$ cat src/rtl/core/pah_pkg.sv
// Shared widths and pipeline control types of the polygon area block.
package pah_pkg;

    localparam int IN_W  = 16;
    localparam int ACC_W = 48;
    localparam int OUT_W = 47;

    // Control bits that travel with a vertex through the pipeline.
    typedef struct packed {
        logic edge_ok;   // the edge from the previous vertex exists
        logic closing;   // last vertex of a contour: closing edge exists
        logic last;      // last vertex of a region: a result is due
        logic outer;     // the vertex belongs to the outer contour
    } pah_ctrl_t;

endpackage

$ cat src/rtl/core/pah_ifs.sv
// Valid/ready channel interfaces for vertices and region results.
interface pah_vtx_if import pah_pkg::*; ();
    logic                   valid;
    logic                   ready;
    logic signed [IN_W-1:0] x;
    logic signed [IN_W-1:0] y;
    logic                   contour_end;
    logic                   region_end;

    modport source (output valid, x, y, contour_end, region_end, input ready);
    modport sink (input valid, x, y, contour_end, region_end, output ready);
endinterface

interface pah_res_if import pah_pkg::*; ();
    logic                    valid;
    logic                    ready;
    logic signed [ACC_W-1:0] net_area;
    logic [OUT_W-1:0]        outer_area;
    logic [OUT_W-1:0]        hole_area;
    logic [OUT_W-1:0]        outer_perimeter;

    modport source (output valid, net_area, outer_area, hole_area, outer_perimeter,
                    input ready);
    modport sink (input valid, net_area, outer_area, hole_area, outer_perimeter,
                  output ready);
endinterface

$ cat src/rtl/core/pah_front.sv
// Vertex intake: contour tracking and the input register that holds both edges.
module pah_front import pah_pkg::*; #(
    parameter int COORD_BITS = 16
) (
    input  logic                         clk,
    input  logic                         rst_n,
    pah_vtx_if.sink                      vertex,
    output logic                         seg_valid,
    input  logic                         seg_ready,
    output logic signed [COORD_BITS-1:0] seg_ax,
    output logic signed [COORD_BITS-1:0] seg_ay,
    output logic signed [COORD_BITS-1:0] seg_bx,
    output logic signed [COORD_BITS-1:0] seg_by,
    output logic signed [COORD_BITS-1:0] seg_fx,
    output logic signed [COORD_BITS-1:0] seg_fy,
    output pah_ctrl_t                    seg_ctrl
);

    localparam int EXT_W = (COORD_BITS > IN_W) ? COORD_BITS : IN_W;

    logic [EXT_W-1:0]              x_ext;
    logic [EXT_W-1:0]              y_ext;
    logic signed [COORD_BITS-1:0]  x_c;
    logic signed [COORD_BITS-1:0]  y_c;
    logic                          accept;
    logic                          closing;

    logic signed [COORD_BITS-1:0]  prev_x_reg;
    logic signed [COORD_BITS-1:0]  prev_y_reg;
    logic signed [COORD_BITS-1:0]  first_x_reg;
    logic signed [COORD_BITS-1:0]  first_y_reg;
    logic                          start_reg;
    logic                          outer_reg;
    logic                          seg_valid_reg;
    logic signed [COORD_BITS-1:0]  ax_reg;
    logic signed [COORD_BITS-1:0]  ay_reg;
    logic signed [COORD_BITS-1:0]  bx_reg;
    logic signed [COORD_BITS-1:0]  by_reg;
    logic signed [COORD_BITS-1:0]  fx_reg;
    logic signed [COORD_BITS-1:0]  fy_reg;
    pah_ctrl_t                     ctrl_reg;

    // Only the low COORD_BITS bits of a coordinate count; above 16 bits the
    // field is taken as it stands, with zeros above it.
    assign x_ext = EXT_W'($unsigned(vertex.x));
    assign y_ext = EXT_W'($unsigned(vertex.y));
    assign x_c   = x_ext[COORD_BITS-1:0];
    assign y_c   = y_ext[COORD_BITS-1:0];

    assign closing      = vertex.contour_end | vertex.region_end;
    assign vertex.ready = !seg_valid_reg || seg_ready;
    assign accept       = vertex.valid && vertex.ready;

    always_ff @(posedge clk or negedge rst_n)
    begin
        if (!rst_n)
        begin
            prev_x_reg    <= '0;
            prev_y_reg    <= '0;
            first_x_reg   <= '0;
            first_y_reg   <= '0;
            start_reg     <= 1'b1;
            outer_reg     <= 1'b1;
            seg_valid_reg <= 1'b0;
        end
        else
        begin
            if (accept)
            begin
                prev_x_reg    <= x_c;
                prev_y_reg    <= y_c;
                if (start_reg)
                begin
                    first_x_reg <= x_c;
                    first_y_reg <= y_c;
                end
                start_reg     <= closing;
                if (vertex.region_end)
                begin
                    outer_reg <= 1'b1;
                end
                else if (closing)
                begin
                    outer_reg <= 1'b0;
                end
                seg_valid_reg <= 1'b1;
            end
            else if (seg_ready)
            begin
                seg_valid_reg <= 1'b0;
            end
        end
    end

    always_ff @(posedge clk)
    begin
        if (accept)
        begin
            ax_reg           <= prev_x_reg;
            ay_reg           <= prev_y_reg;
            bx_reg           <= x_c;
            by_reg           <= y_c;
            fx_reg           <= start_reg ? x_c : first_x_reg;
            fy_reg           <= start_reg ? y_c : first_y_reg;
            ctrl_reg.edge_ok <= !start_reg;
            ctrl_reg.closing <= closing;
            ctrl_reg.last    <= vertex.region_end;
            ctrl_reg.outer   <= outer_reg;
        end
    end

    assign seg_valid = seg_valid_reg;
    assign seg_ax    = ax_reg;
    assign seg_ay    = ay_reg;
    assign seg_bx    = bx_reg;
    assign seg_by    = by_reg;
    assign seg_fx    = fx_reg;
    assign seg_fy    = fy_reg;
    assign seg_ctrl  = ctrl_reg;

endmodule

$ cat src/rtl/core/pah_edge.sv
// Edge terms: shoelace products and axis-aligned edge lengths, then their sums.
module pah_edge import pah_pkg::*; #(
    parameter int COORD_BITS = 16
) (
    input  logic                         clk,
    input  logic                         rst_n,
    input  logic                         seg_valid,
    output logic                         seg_ready,
    input  logic signed [COORD_BITS-1:0] seg_ax,
    input  logic signed [COORD_BITS-1:0] seg_ay,
    input  logic signed [COORD_BITS-1:0] seg_bx,
    input  logic signed [COORD_BITS-1:0] seg_by,
    input  logic signed [COORD_BITS-1:0] seg_fx,
    input  logic signed [COORD_BITS-1:0] seg_fy,
    input  pah_ctrl_t                    seg_ctrl,
    output logic                         term_valid,
    input  logic                         term_ready,
    output logic [ACC_W-1:0]             term_cross,
    output logic [COORD_BITS:0]          term_perim,
    output pah_ctrl_t                    term_ctrl
);

    localparam int PROD_W = 2 * COORD_BITS;

    // Absolute difference of two coordinates; it always fits COORD_BITS bits.
    function automatic logic [COORD_BITS-1:0] abs_diff(
        input logic signed [COORD_BITS-1:0] a,
        input logic signed [COORD_BITS-1:0] b
    );
        logic signed [COORD_BITS:0] d;
        logic [COORD_BITS:0]        m;
        d = {a[COORD_BITS-1], a} - {b[COORD_BITS-1], b};
        m = d[COORD_BITS] ? (COORD_BITS+1)'(-d) : d;
        return m[COORD_BITS-1:0];
    endfunction

    // Length of an edge that runs along an axis; a diagonal edge counts zero.
    function automatic logic [COORD_BITS-1:0] axis_len(
        input logic signed [COORD_BITS-1:0] x0,
        input logic signed [COORD_BITS-1:0] y0,
        input logic signed [COORD_BITS-1:0] x1,
        input logic signed [COORD_BITS-1:0] y1
    );
        logic [COORD_BITS-1:0] len;
        if (x0 == x1)
        begin
            len = abs_diff(y0, y1);
        end
        else if (y0 == y1)
        begin
            len = abs_diff(x0, x1);
        end
        else
        begin
            len = '0;
        end
        return len;
    endfunction

    logic                         prod_valid_reg;
    logic signed [PROD_W-1:0]     p1_reg;
    logic signed [PROD_W-1:0]     p2_reg;
    logic signed [PROD_W-1:0]     p3_reg;
    logic signed [PROD_W-1:0]     p4_reg;
    logic [COORD_BITS-1:0]        per1_reg;
    logic [COORD_BITS-1:0]        per2_reg;
    pah_ctrl_t                    ctrl2_reg;

    logic                         term_valid_reg;
    logic [ACC_W-1:0]             cross_reg;
    logic [COORD_BITS:0]          perim_reg;
    pah_ctrl_t                    ctrl3_reg;

    logic                         s3_load_ok;
    logic                         prod_fire;
    logic                         seg_fire;
    logic [ACC_W-1:0]             c_open;
    logic [ACC_W-1:0]             c_close;

    assign s3_load_ok = !term_valid_reg || term_ready;
    assign prod_fire  = prod_valid_reg && s3_load_ok;
    assign seg_ready  = !prod_valid_reg || s3_load_ok;
    assign seg_fire   = seg_valid && seg_ready;

    // Cross terms of the edge from the previous vertex and of the closing edge.
    always_comb
    begin
        c_open  = ctrl2_reg.edge_ok ? (ACC_W'(p1_reg) - ACC_W'(p2_reg)) : '0;
        c_close = ctrl2_reg.closing ? (ACC_W'(p3_reg) - ACC_W'(p4_reg)) : '0;
    end

    always_ff @(posedge clk or negedge rst_n)
    begin
        if (!rst_n)
        begin
            prod_valid_reg <= 1'b0;
            term_valid_reg <= 1'b0;
        end
        else
        begin
            if (seg_fire)
            begin
                prod_valid_reg <= 1'b1;
            end
            else if (s3_load_ok)
            begin
                prod_valid_reg <= 1'b0;
            end

            if (prod_fire)
            begin
                term_valid_reg <= 1'b1;
            end
            else if (term_ready)
            begin
                term_valid_reg <= 1'b0;
            end
        end
    end

    always_ff @(posedge clk)
    begin
        if (seg_fire)
        begin
            p1_reg    <= seg_ax * seg_by;
            p2_reg    <= seg_ay * seg_bx;
            p3_reg    <= seg_bx * seg_fy;
            p4_reg    <= seg_by * seg_fx;
            per1_reg  <= (seg_ctrl.outer && seg_ctrl.edge_ok) ?
                         axis_len(seg_ax, seg_ay, seg_bx, seg_by) : '0;
            per2_reg  <= (seg_ctrl.outer && seg_ctrl.closing) ?
                         axis_len(seg_bx, seg_by, seg_fx, seg_fy) : '0;
            ctrl2_reg <= seg_ctrl;
        end
        if (prod_fire)
        begin
            cross_reg <= c_open + c_close;
            perim_reg <= {1'b0, per1_reg} + {1'b0, per2_reg};
            ctrl3_reg <= ctrl2_reg;
        end
    end

    assign term_valid = term_valid_reg;
    assign term_cross = cross_reg;
    assign term_perim = perim_reg;
    assign term_ctrl  = ctrl3_reg;

endmodule

$ cat src/rtl/core/pah_accum.sv
// Contour and region accumulation, area magnitude and the result register.
module pah_accum import pah_pkg::*; #(
    parameter int COORD_BITS = 16
) (
    input  logic                clk,
    input  logic                rst_n,
    input  logic                term_valid,
    output logic                term_ready,
    input  logic [ACC_W-1:0]    term_cross,
    input  logic [COORD_BITS:0] term_perim,
    input  pah_ctrl_t           term_ctrl,
    pah_res_if.source           result
);

    logic [ACC_W-1:0]        cross_sum_reg;
    logic [ACC_W-1:0]        perim_acc_reg;
    logic [ACC_W-1:0]        outer_acc_reg;
    logic [ACC_W-1:0]        hole_acc_reg;
    logic [ACC_W-1:0]        net_acc_reg;

    logic                    sum_valid_reg;
    logic [ACC_W-1:0]        total_reg;
    logic [ACC_W-1:0]        perim4_reg;
    logic                    last4_reg;
    logic                    outer4_reg;

    logic                    area_valid_reg;
    logic [OUT_W-1:0]        area_reg;
    logic [ACC_W-1:0]        perim5_reg;
    logic                    last5_reg;
    logic                    outer5_reg;

    logic                    res_valid_reg;
    logic signed [ACC_W-1:0] net_out_reg;
    logic [OUT_W-1:0]        outer_out_reg;
    logic [OUT_W-1:0]        hole_out_reg;
    logic [OUT_W-1:0]        perim_out_reg;

    logic                    term_fire;
    logic                    s5_load_ok;
    logic                    sum_fire;
    logic                    area_take;
    logic [ACC_W-1:0]        total_next;
    logic [ACC_W-1:0]        perim_next;
    logic [ACC_W-1:0]        mag;
    logic [ACC_W-1:0]        area_ext;
    logic [ACC_W-1:0]        outer_next;
    logic [ACC_W-1:0]        hole_next;
    logic [ACC_W-1:0]        net_next;

    // A region's closing item waits here while the previous result is unread.
    assign area_take  = area_valid_reg && (!last5_reg || !res_valid_reg || result.ready);
    assign s5_load_ok = !area_valid_reg || area_take;
    assign sum_fire   = sum_valid_reg && s5_load_ok;
    assign term_ready = !sum_valid_reg || s5_load_ok;
    assign term_fire  = term_valid && term_ready;

    assign total_next = cross_sum_reg + term_cross;
    assign perim_next = perim_acc_reg + ACC_W'(term_perim);

    // Two's complement magnitude; the most negative sum maps onto 2^47.
    assign mag      = total_reg[ACC_W-1] ? (~total_reg + ACC_W'(1)) : total_reg;
    assign area_ext = ACC_W'(area_reg);

    always_comb
    begin
        if (outer5_reg)
        begin
            outer_next = area_ext;
            hole_next  = hole_acc_reg;
            net_next   = area_ext - hole_acc_reg;
        end
        else
        begin
            outer_next = outer_acc_reg;
            hole_next  = hole_acc_reg + area_ext;
            net_next   = net_acc_reg - area_ext;
        end
    end

    always_ff @(posedge clk or negedge rst_n)
    begin
        if (!rst_n)
        begin
            cross_sum_reg  <= '0;
            perim_acc_reg  <= '0;
            outer_acc_reg  <= '0;
            hole_acc_reg   <= '0;
            net_acc_reg    <= '0;
            sum_valid_reg  <= 1'b0;
            area_valid_reg <= 1'b0;
            res_valid_reg  <= 1'b0;
        end
        else
        begin
            if (term_fire)
            begin
                cross_sum_reg <= term_ctrl.closing ? '0 : total_next;
                perim_acc_reg <= term_ctrl.last ? '0 : perim_next;
                // Only contour ends carry anything further down.
                sum_valid_reg <= term_ctrl.closing;
            end
            else if (s5_load_ok)
            begin
                sum_valid_reg <= 1'b0;
            end

            if (sum_fire)
            begin
                area_valid_reg <= 1'b1;
            end
            else if (area_take)
            begin
                area_valid_reg <= 1'b0;
            end

            if (area_take)
            begin
                if (last5_reg)
                begin
                    outer_acc_reg <= '0;
                    hole_acc_reg  <= '0;
                    net_acc_reg   <= '0;
                end
                else
                begin
                    outer_acc_reg <= outer_next;
                    hole_acc_reg  <= hole_next;
                    net_acc_reg   <= net_next;
                end
            end

            if (area_take && last5_reg)
            begin
                res_valid_reg <= 1'b1;
            end
            else if (result.ready)
            begin
                res_valid_reg <= 1'b0;
            end
        end
    end

    always_ff @(posedge clk)
    begin
        if (term_fire)
        begin
            total_reg  <= total_next;
            perim4_reg <= perim_next;
            last4_reg  <= term_ctrl.last;
            outer4_reg <= term_ctrl.outer;
        end
        if (sum_fire)
        begin
            area_reg   <= mag[ACC_W-1:1];
            perim5_reg <= perim4_reg;
            last5_reg  <= last4_reg;
            outer5_reg <= outer4_reg;
        end
        if (area_take && last5_reg)
        begin
            net_out_reg   <= net_next;
            outer_out_reg <= outer_next[OUT_W-1:0];
            hole_out_reg  <= hole_next[OUT_W-1:0];
            perim_out_reg <= perim5_reg[OUT_W-1:0];
        end
    end

    assign result.valid           = res_valid_reg;
    assign result.net_area        = net_out_reg;
    assign result.outer_area      = outer_out_reg;
    assign result.hole_area       = hole_out_reg;
    assign result.outer_perimeter = perim_out_reg;

endmodule

$ cat src/rtl/core/polygon_area_with_holes.sv
// Top level of the polygon area block: net area with holes and outer perimeter.
//
// Vertices stream in one per transfer; contour_end closes a contour and
// region_end closes the region and produces one result. The first contour of
// a region is its outer boundary, every later one a hole. The block takes one
// vertex every cycle as long as results are taken when offered. The path is
// a six-stage pipeline: input register, four shoelace multipliers, edge sums,
// contour accumulator, magnitude, and the result register. The result register
// holds a result until it is taken while later vertices keep moving behind it.
// When the next region's closing contour reaches the magnitude stage while a
// result still waits, the stall backs up to the input. All accumulators wrap
// at 48 bits.
module polygon_area_with_holes import pah_pkg::*; #(
    parameter int COORD_BITS = 16
) (
    input  logic       clk,
    input  logic       rst_n,
    pah_vtx_if.sink    vertex,
    pah_res_if.source  result
);

    logic                         seg_valid;
    logic                         seg_ready;
    logic signed [COORD_BITS-1:0] seg_ax;
    logic signed [COORD_BITS-1:0] seg_ay;
    logic signed [COORD_BITS-1:0] seg_bx;
    logic signed [COORD_BITS-1:0] seg_by;
    logic signed [COORD_BITS-1:0] seg_fx;
    logic signed [COORD_BITS-1:0] seg_fy;
    pah_ctrl_t                    seg_ctrl;

    logic                         term_valid;
    logic                         term_ready;
    logic [ACC_W-1:0]             term_cross;
    logic [COORD_BITS:0]          term_perim;
    pah_ctrl_t                    term_ctrl;

    pah_front #(
        .COORD_BITS (COORD_BITS)
    ) u_front (
        .clk       (clk),
        .rst_n     (rst_n),
        .vertex    (vertex),
        .seg_valid (seg_valid),
        .seg_ready (seg_ready),
        .seg_ax    (seg_ax),
        .seg_ay    (seg_ay),
        .seg_bx    (seg_bx),
        .seg_by    (seg_by),
        .seg_fx    (seg_fx),
        .seg_fy    (seg_fy),
        .seg_ctrl  (seg_ctrl)
    );

    pah_edge #(
        .COORD_BITS (COORD_BITS)
    ) u_edge (
        .clk        (clk),
        .rst_n      (rst_n),
        .seg_valid  (seg_valid),
        .seg_ready  (seg_ready),
        .seg_ax     (seg_ax),
        .seg_ay     (seg_ay),
        .seg_bx     (seg_bx),
        .seg_by     (seg_by),
        .seg_fx     (seg_fx),
        .seg_fy     (seg_fy),
        .seg_ctrl   (seg_ctrl),
        .term_valid (term_valid),
        .term_ready (term_ready),
        .term_cross (term_cross),
        .term_perim (term_perim),
        .term_ctrl  (term_ctrl)
    );

    pah_accum #(
        .COORD_BITS (COORD_BITS)
    ) u_accum (
        .clk        (clk),
        .rst_n      (rst_n),
        .term_valid (term_valid),
        .term_ready (term_ready),
        .term_cross (term_cross),
        .term_perim (term_perim),
        .term_ctrl  (term_ctrl),
        .result     (result)
    );

endmodule

$ cat src/flat_wrapper.sv
// flat-port wrapper written by rule: the top's interface ports become plain ports
module polygon_area_with_holes_flat import pah_pkg::*;
#(
    parameter int COORD_BITS = 16
)
  (clk, rst_n, vertex_valid, vertex_x, vertex_y, vertex_contour_end, vertex_region_end, vertex_ready, result_valid, result_net_area, result_outer_area, result_hole_area, result_outer_perimeter, result_ready);
  pah_vtx_if vertex_i ();
  pah_res_if result_i ();
  input  logic clk;
  input  logic rst_n;
  input wire logic [$bits(vertex_i.valid)-1:0] vertex_valid;
  input wire logic [$bits(vertex_i.x)-1:0] vertex_x;
  input wire logic [$bits(vertex_i.y)-1:0] vertex_y;
  input wire logic [$bits(vertex_i.contour_end)-1:0] vertex_contour_end;
  input wire logic [$bits(vertex_i.region_end)-1:0] vertex_region_end;
  output wire logic [$bits(vertex_i.ready)-1:0] vertex_ready;
  output wire logic [$bits(result_i.valid)-1:0] result_valid;
  output wire logic [$bits(result_i.net_area)-1:0] result_net_area;
  output wire logic [$bits(result_i.outer_area)-1:0] result_outer_area;
  output wire logic [$bits(result_i.hole_area)-1:0] result_hole_area;
  output wire logic [$bits(result_i.outer_perimeter)-1:0] result_outer_perimeter;
  input wire logic [$bits(result_i.ready)-1:0] result_ready;
  assign vertex_i.valid = vertex_valid;
  assign vertex_i.x = vertex_x;
  assign vertex_i.y = vertex_y;
  assign vertex_i.contour_end = vertex_contour_end;
  assign vertex_i.region_end = vertex_region_end;
  assign vertex_ready = vertex_i.ready;
  assign result_valid = result_i.valid;
  assign result_net_area = result_i.net_area;
  assign result_outer_area = result_i.outer_area;
  assign result_hole_area = result_i.hole_area;
  assign result_outer_perimeter = result_i.outer_perimeter;
  assign result_i.ready = result_ready;
  polygon_area_with_holes #(.COORD_BITS(COORD_BITS)) u_core (.clk(clk), .rst_n(rst_n), .vertex(vertex_i), .result(result_i));
endmodule
$ cat config.mk
export PLATFORM = sky130hd
export DESIGN_NAME = polygon_area_with_holes_flat
export DESIGN_NICKNAME = d
export VERILOG_FILES = /design/src/rtl/core/pah_pkg.sv /design/src/rtl/core/pah_ifs.sv /design/src/rtl/core/pah_front.sv /design/src/rtl/core/pah_edge.sv /design/src/rtl/core/pah_accum.sv /design/src/rtl/core/polygon_area_with_holes.sv /design/src/flat_wrapper.sv
export SDC_FILE = /design/constraint.sdc
export NUM_CORES = 2
export LEC_CHECK = 0
export BUFFER_PORTS_ARGS = -buffer_cell sky130_fd_sc_hd__buf_4
export CORE_MARGIN = 10
export CORE_UTILIZATION = 65
export CTS_CLUSTER_SIZE = 16
export DETAILED_ROUTE_END_ITERATION = 6
export GPL_TIMING_DRIVEN = 0
export HOLD_SLACK_MARGIN = 0.12
export PLACE_DENSITY = 0.78
export RECOVER_POWER = 100
export SYNTH_ARGS = -nofsm -noshare
export SYNTH_HDL_FRONTEND = slang
export SYNTH_SLANG_ARGS = --single-unit
$ cat constraint.sdc
create_clock -name clk -period 11.3 [get_ports clk]
set_clock_uncertainty 0.15 [all_clocks]
set_input_delay 1.695 -clock clk [delete_from_list [all_inputs] [get_ports clk]]
set_output_delay 1.695 -clock clk [all_outputs]
set_load 0.005 [all_outputs]
# After elaboration in Yosys (flattened, before gate mapping)
# Index checks and enable logic that the tools add are counted.
# word_totals
wordCells,153
ff_bits,1025
out_inout_bits,191
in_bits,38
# classes
n_mul,4
bitwise_logic,2
n_reduce_logical,33
mux,35
add_sub_neg,18
n_eq_ne,5
# ops
operator,count
$mux 48,8
$mux 16,10
$mux 47,3
$mul 16x16->32,4
$add 48x48->48,2
$sub 16x16->17,4
$sub 32x32->33,2
$eq 16x16->1,4
$neg 16->16,4
$add 48x1->48 const B,1
$add 48x17->48,1
$add 48x47->48,1
$not 48->48,1
$sub 47x48->48,1
$sub 48x47->48,1
$add 16x16->17,1
$mux 1,14
$reduce_bool 2->1,7
$logic_and 1x1->1,9
$logic_not 1->1,8
$logic_or 1x1->1,7
$reduce_and 2->1,2
$ne 2x2->1 const B,1
$or 1x1->1,1

# Longest topological paths before layout
# depth
depth_word,11
mapped_depth,26
ltp_nobuf,26

# By module
# From an unflattened synthesis, not the netlist that was laid out.
# hier_totals
cells_unflattened,9717
hier_area_um2,97163.2
# by_module_without_submodules
module,seq_area_each_um2,area_per_inst_um2,instances,cells_each
pah_edge,7046.8,56171.4,1,6121
pah_accum,17501.8,34932.3,1,3310
pah_front,4682.0,6059.6,1,286

# Worst setup path after synthesis
# Ideal clock, no wire load.
# synth_timing
path_kind,input to register
start,input port result_ready
end,"register u_core.u_accum.res_valid_reg, in the netlist u_core.u_accum.result.valid"
setup_ps,116
setup_slack_ps,189
path_buffers,1
required_ps,11034
path_stages,6
arrival_time_ps,10844
cell_sequence,nor2b_1 -> nand2_1 -> nand2_1 -> clkbuf_1 -> nor2_1 -> or2_2
# synth_via
elab_chain_len,4
# synth_lines
element,line,source
start: declaration,flat_wrapper.sv:22,input wire logic [$bits(result_i.ready)-1:0] result_ready;
$logic_or 1x1->1,pah_accum.sv:52,assign area_take = area_valid_reg && (!last5_reg || !res_valid_reg || result.ready);
$logic_and 1x1->1,pah_accum.sv:52,
$logic_and 1x1->1,pah_accum.sv:133,if (area_take && last5_reg)
$mux 1 or $reduce_bool 2->1 (tied branches),-,
end signal: assignment,pah_accum.sv:92,res_valid_reg <= 1'b0;
end signal: assignment,pah_accum.sv:135,res_valid_reg <= 1'b1;
end signal: assignment,pah_accum.sv:139,res_valid_reg <= 1'b0;
end: declaration,pah_accum.sv:33,logic res_valid_reg;
# Several ways; a longest one is shown, not always the timed one.
# A chain may end at the register's enable or synchronous reset.

# Worst setup path in the final report
# layout_timing
start,"register u_core.u_front.bx_reg[7], in the netlist u_core.u_front.seg_bx[7]"
end,"register u_core.u_edge.p3_reg[31], data pin"
# layout_via
elab_chain_len,1
# layout_lines
element,line,source
start: declaration,pah_front.sv:37,logic signed [COORD_BITS-1:0] bx_reg;
start signal: assignment,pah_front.sv:101,bx_reg <= x_c;
$mul 16x16->32,pah_edge.sv:127,p3_reg <= seg_bx * seg_fy;
end signal: assignment,pah_edge.sv:127,
end: declaration,pah_edge.sv:63,logic signed [PROD_W-1:0] p3_reg;
# No other way between the ends.

==> flow_summary.json <==
{
  "async_flop_share_pct": 30.3,
  "synth_edf_count": 714,
  "hpwlAfterDp_um": 236000,
  "postSynthAreaPerCell_um2": 9.96,
  "met3_usage_pct": 7.27,
  "num_rows": 141,
  "postRouteAntennaNets": 0,
  "cts_hold_buf": 0,
  "postPlaceCellArea_um2": 101000,
  "synth_area_um2": 96500,
  "cts.clk_slew.worst_paths_ns": 0.06,
  "grt_usage_pct": 35.8,
  "synth_nets": 11500,
  "synth_top_area_cell": "edfxtp_1",
  "grt_pass1_vias": 75100,
  "cts_setup_buffers": 0,
  "slew_headroom_pct": -302,
  "violations": "capacitance limit, slew limit",
  "hp-class": "register to register",
  "period_share_pct": 83.5,
  "cts_htree_levels": 3,
  "initial_core_util_pct": 65.3,
  "tritoncts": "yes",
  "routed_wirelength_um": 295000,
  "dr.pass1.iters": 6,
  "rsz0062_at_grt": "no",
  "setup_viol": 0,
  "worst_pin_slew_ns": 6.02,
  "gr-usage-met2_pct": 56.8,
  "synth_cells": 9687,
  "clk_latency_ns": 0.77,
  "synth_top_area_share_pct": 22.2,
  "antenna_found_initial": 18,
  "ys_seq_area_share_pct": 30.3,
  "viasPerCell": 6.12,
  "nFillCells": 11300,
  "drv_cap": 19,
  "multi_input_area_um2": 60100,
  "grt_max_degree": 99,
  "cts_sinks": 1024,
  "via_count": 73800,
  "place.gp.congestion": 1.02,
  "clockBufferDepth": 3,
  "arrival_ns": 9.70,
  "finalMaxSlewViolations": 973,
  "cp_data_required_time_ns": 11.57,
  "use_met1_pct": 44.1,
  "post_layout_nonfiller_instances": 12100,
  "status": "finished with violations",
  "nets": 11800,
  "yosys_most_used_dff": "edfxtp_1",
  "hold_viol_final": 0,
  "cts_buffers": 105,
  "dp_cells": 11900,
  "syn_to_final_growth_pct": 7.54,
  "grt_overflow": 0,
  "ys_warn_count": 0,
  "synth.most_common_cell": "inv_1",
  "synth-seq-cells": 1024,
  "core_area_um2": 148000,
  "fin_crit_ns": 9.43,
  "drive_above_1_share_pct": 3.84,
  "yosysUniqueCellTypes": 102,
  "crit_fanout": 8,
  "die_w_um": 405,
  "criticalPathCategory": "register to register",
  "design_area_um2": 104000,
  "io_pins": 229,
  "cp-start-kind": "register",
  "fmax_mhz": 106,
  "post_cts_resized": 0,
  "end_kind": "register",
  "die_h_um": 405,
  "grt_pass1_wl_um": 445000,
  "port_buffers": 228,
  "avgRoutedWirePerCell_um": 24.4,
  "setup_tns_ns": 0,
  "drtIter0Drc": 6616,
  "top_usage_layer": "met2",
  "drc": 0,
  "die_area_um2": 164000,
  "synth_area_leaders": "edfxtp_1 22%, fa_1 22%, ha_1 9.3%",
  "synth_common_cells": "1,476 x inv_1, 1,061 x fa_1, 996 x nand2_1",
  "clock-root-buffer": "clkbuf_16",
  "regArea_um2": 29200
}
[layer usage]
metal | wire (µm) | vias up
met4 | 26300 | 10
met5 | 64 | -
met1 | 108000 | 36300
met3 | 27500 | 962
li1 | - | 32900
met2 | 133000 | 3637
[worst max-delay path: stages (launching register included)]
cell      delay [ns]
edfxtp_1        0.45
clkbuf_1        0.81
clkinv_1        0.86
nor2_1          0.34
fa_1            0.44
inv_1           0.09
fa_1            0.44
fa_1            0.53
inv_1           0.06
fa_1            0.49
fa_1            0.49
inv_1           0.05
fa_1            0.49
inv_1           0.05
ha_1            0.34
a21o_1          0.20
a21o_1          0.17
a21oi_1         0.28
o21ai_0         0.17
a311oi_1        0.75
a211o_1         0.35
a31oi_1         0.16
o31a_1          0.28
o21a_1          0.17
nor2_1          0.11
xnor2_1         0.42
[per-stage QoR]
stage | hold WS [ns] | worst slack [ns] | utilization [%]
5_1_grt | 0.249 | 1.27 | 70.3
4_1_cts | 0.232 | 2.11 | 70.9
2_1_floorplan | 0.250 | 0.189 | -
3_3_place_gp | 0.252 | -3.43 | 68.1
3_5_place_dp | 0.255 | 2.06 | 68.4
6_report | 0.246 | 1.87 | 70.3
[layout by cell type, fill, tap and decap left out, drive strengths merged, types with 28 or more instances in the layout]
master / Yosys / routed
inv: 1486 / 1494
fa: 1061 / 1061
nand2: 996 / 996
ha: 715 / 715
edfxtp: 714 / 714
clkbuf: 309 / 704
nor2: 650 / 650
a21oi: 420 / 420
xnor2: 420 / 420
o21ai: 348 / 348
and2: 314 / 314
dfrtp: 308 / 308
a21o: 219 / 219
nand3: 161 / 161
xor2: 150 / 150
a22o: 141 / 141
mux2: 127 / 127
nand2b: 92 / 92
nor3: 91 / 91
o21bai: 80 / 80
o31ai: 72 / 72
nor2b: 58 / 58
o21a: 58 / 58
a31oi: 55 / 55
clkinv: 19 / 51
and3: 48 / 48
nand4: 48 / 48
or3: 43 / 43
o211ai: 34 / 34
a211oi: 32 / 32
or2: 28 / 28
[area by class of cell]
type / instances / share of cell area, %
multi-input cells: 6811 / 58.0
flip-flops and latches: 1024 / 28.1
inverters: 1505 / 5.44
clock buffers: 139 / 2.82
well taps: 1930 / 2.33
plain buffers: 347 / 1.28
repair buffers: 241 / 1.26
clock inverters: 60 / 0.770
diodes: 3 / 0.00723
[path summary, 6_finish.rpt]
check                                         startpoint                                   endpoint  slack (ns)  cells after the start
max                             u_core.u_front.seg_bx[7]                   u_core.u_edge.p3_reg[31]        1.87                     25
min                        u_core.u_accum.perim5_reg[26]  u_core.u_accum.result.outer_perimeter[26]        0.25                      0
max reg2reg                     u_core.u_front.seg_bx[7]                   u_core.u_edge.p3_reg[31]        1.87                     25
min reg2reg                u_core.u_accum.perim5_reg[26]  u_core.u_accum.result.outer_perimeter[26]        0.25                      0
max in group asynchronous                          rst_n             u_core.u_front.first_x_reg[13]        2.89                      2
min in group asynchronous                          rst_n            u_core.u_accum.outer_acc_reg[6]        1.38                      1
[cells by family after synthesis]
family,Yosys count,synth area share [%]
AND/OR/NAND/NOR,2614,12.5
buffers and inverters,1852,7.24
AO/OA/AOI/OAI,1715,11.9
multiplexers,136,1.58
XOR/XNOR,570,5.17
adder cells (fa/ha/maj),1776,31.3
flip-flops,1024,30.3
Power is not shown: default switching activity piles up to over one toggle a cycle in this logic, so the estimate is an artifact.
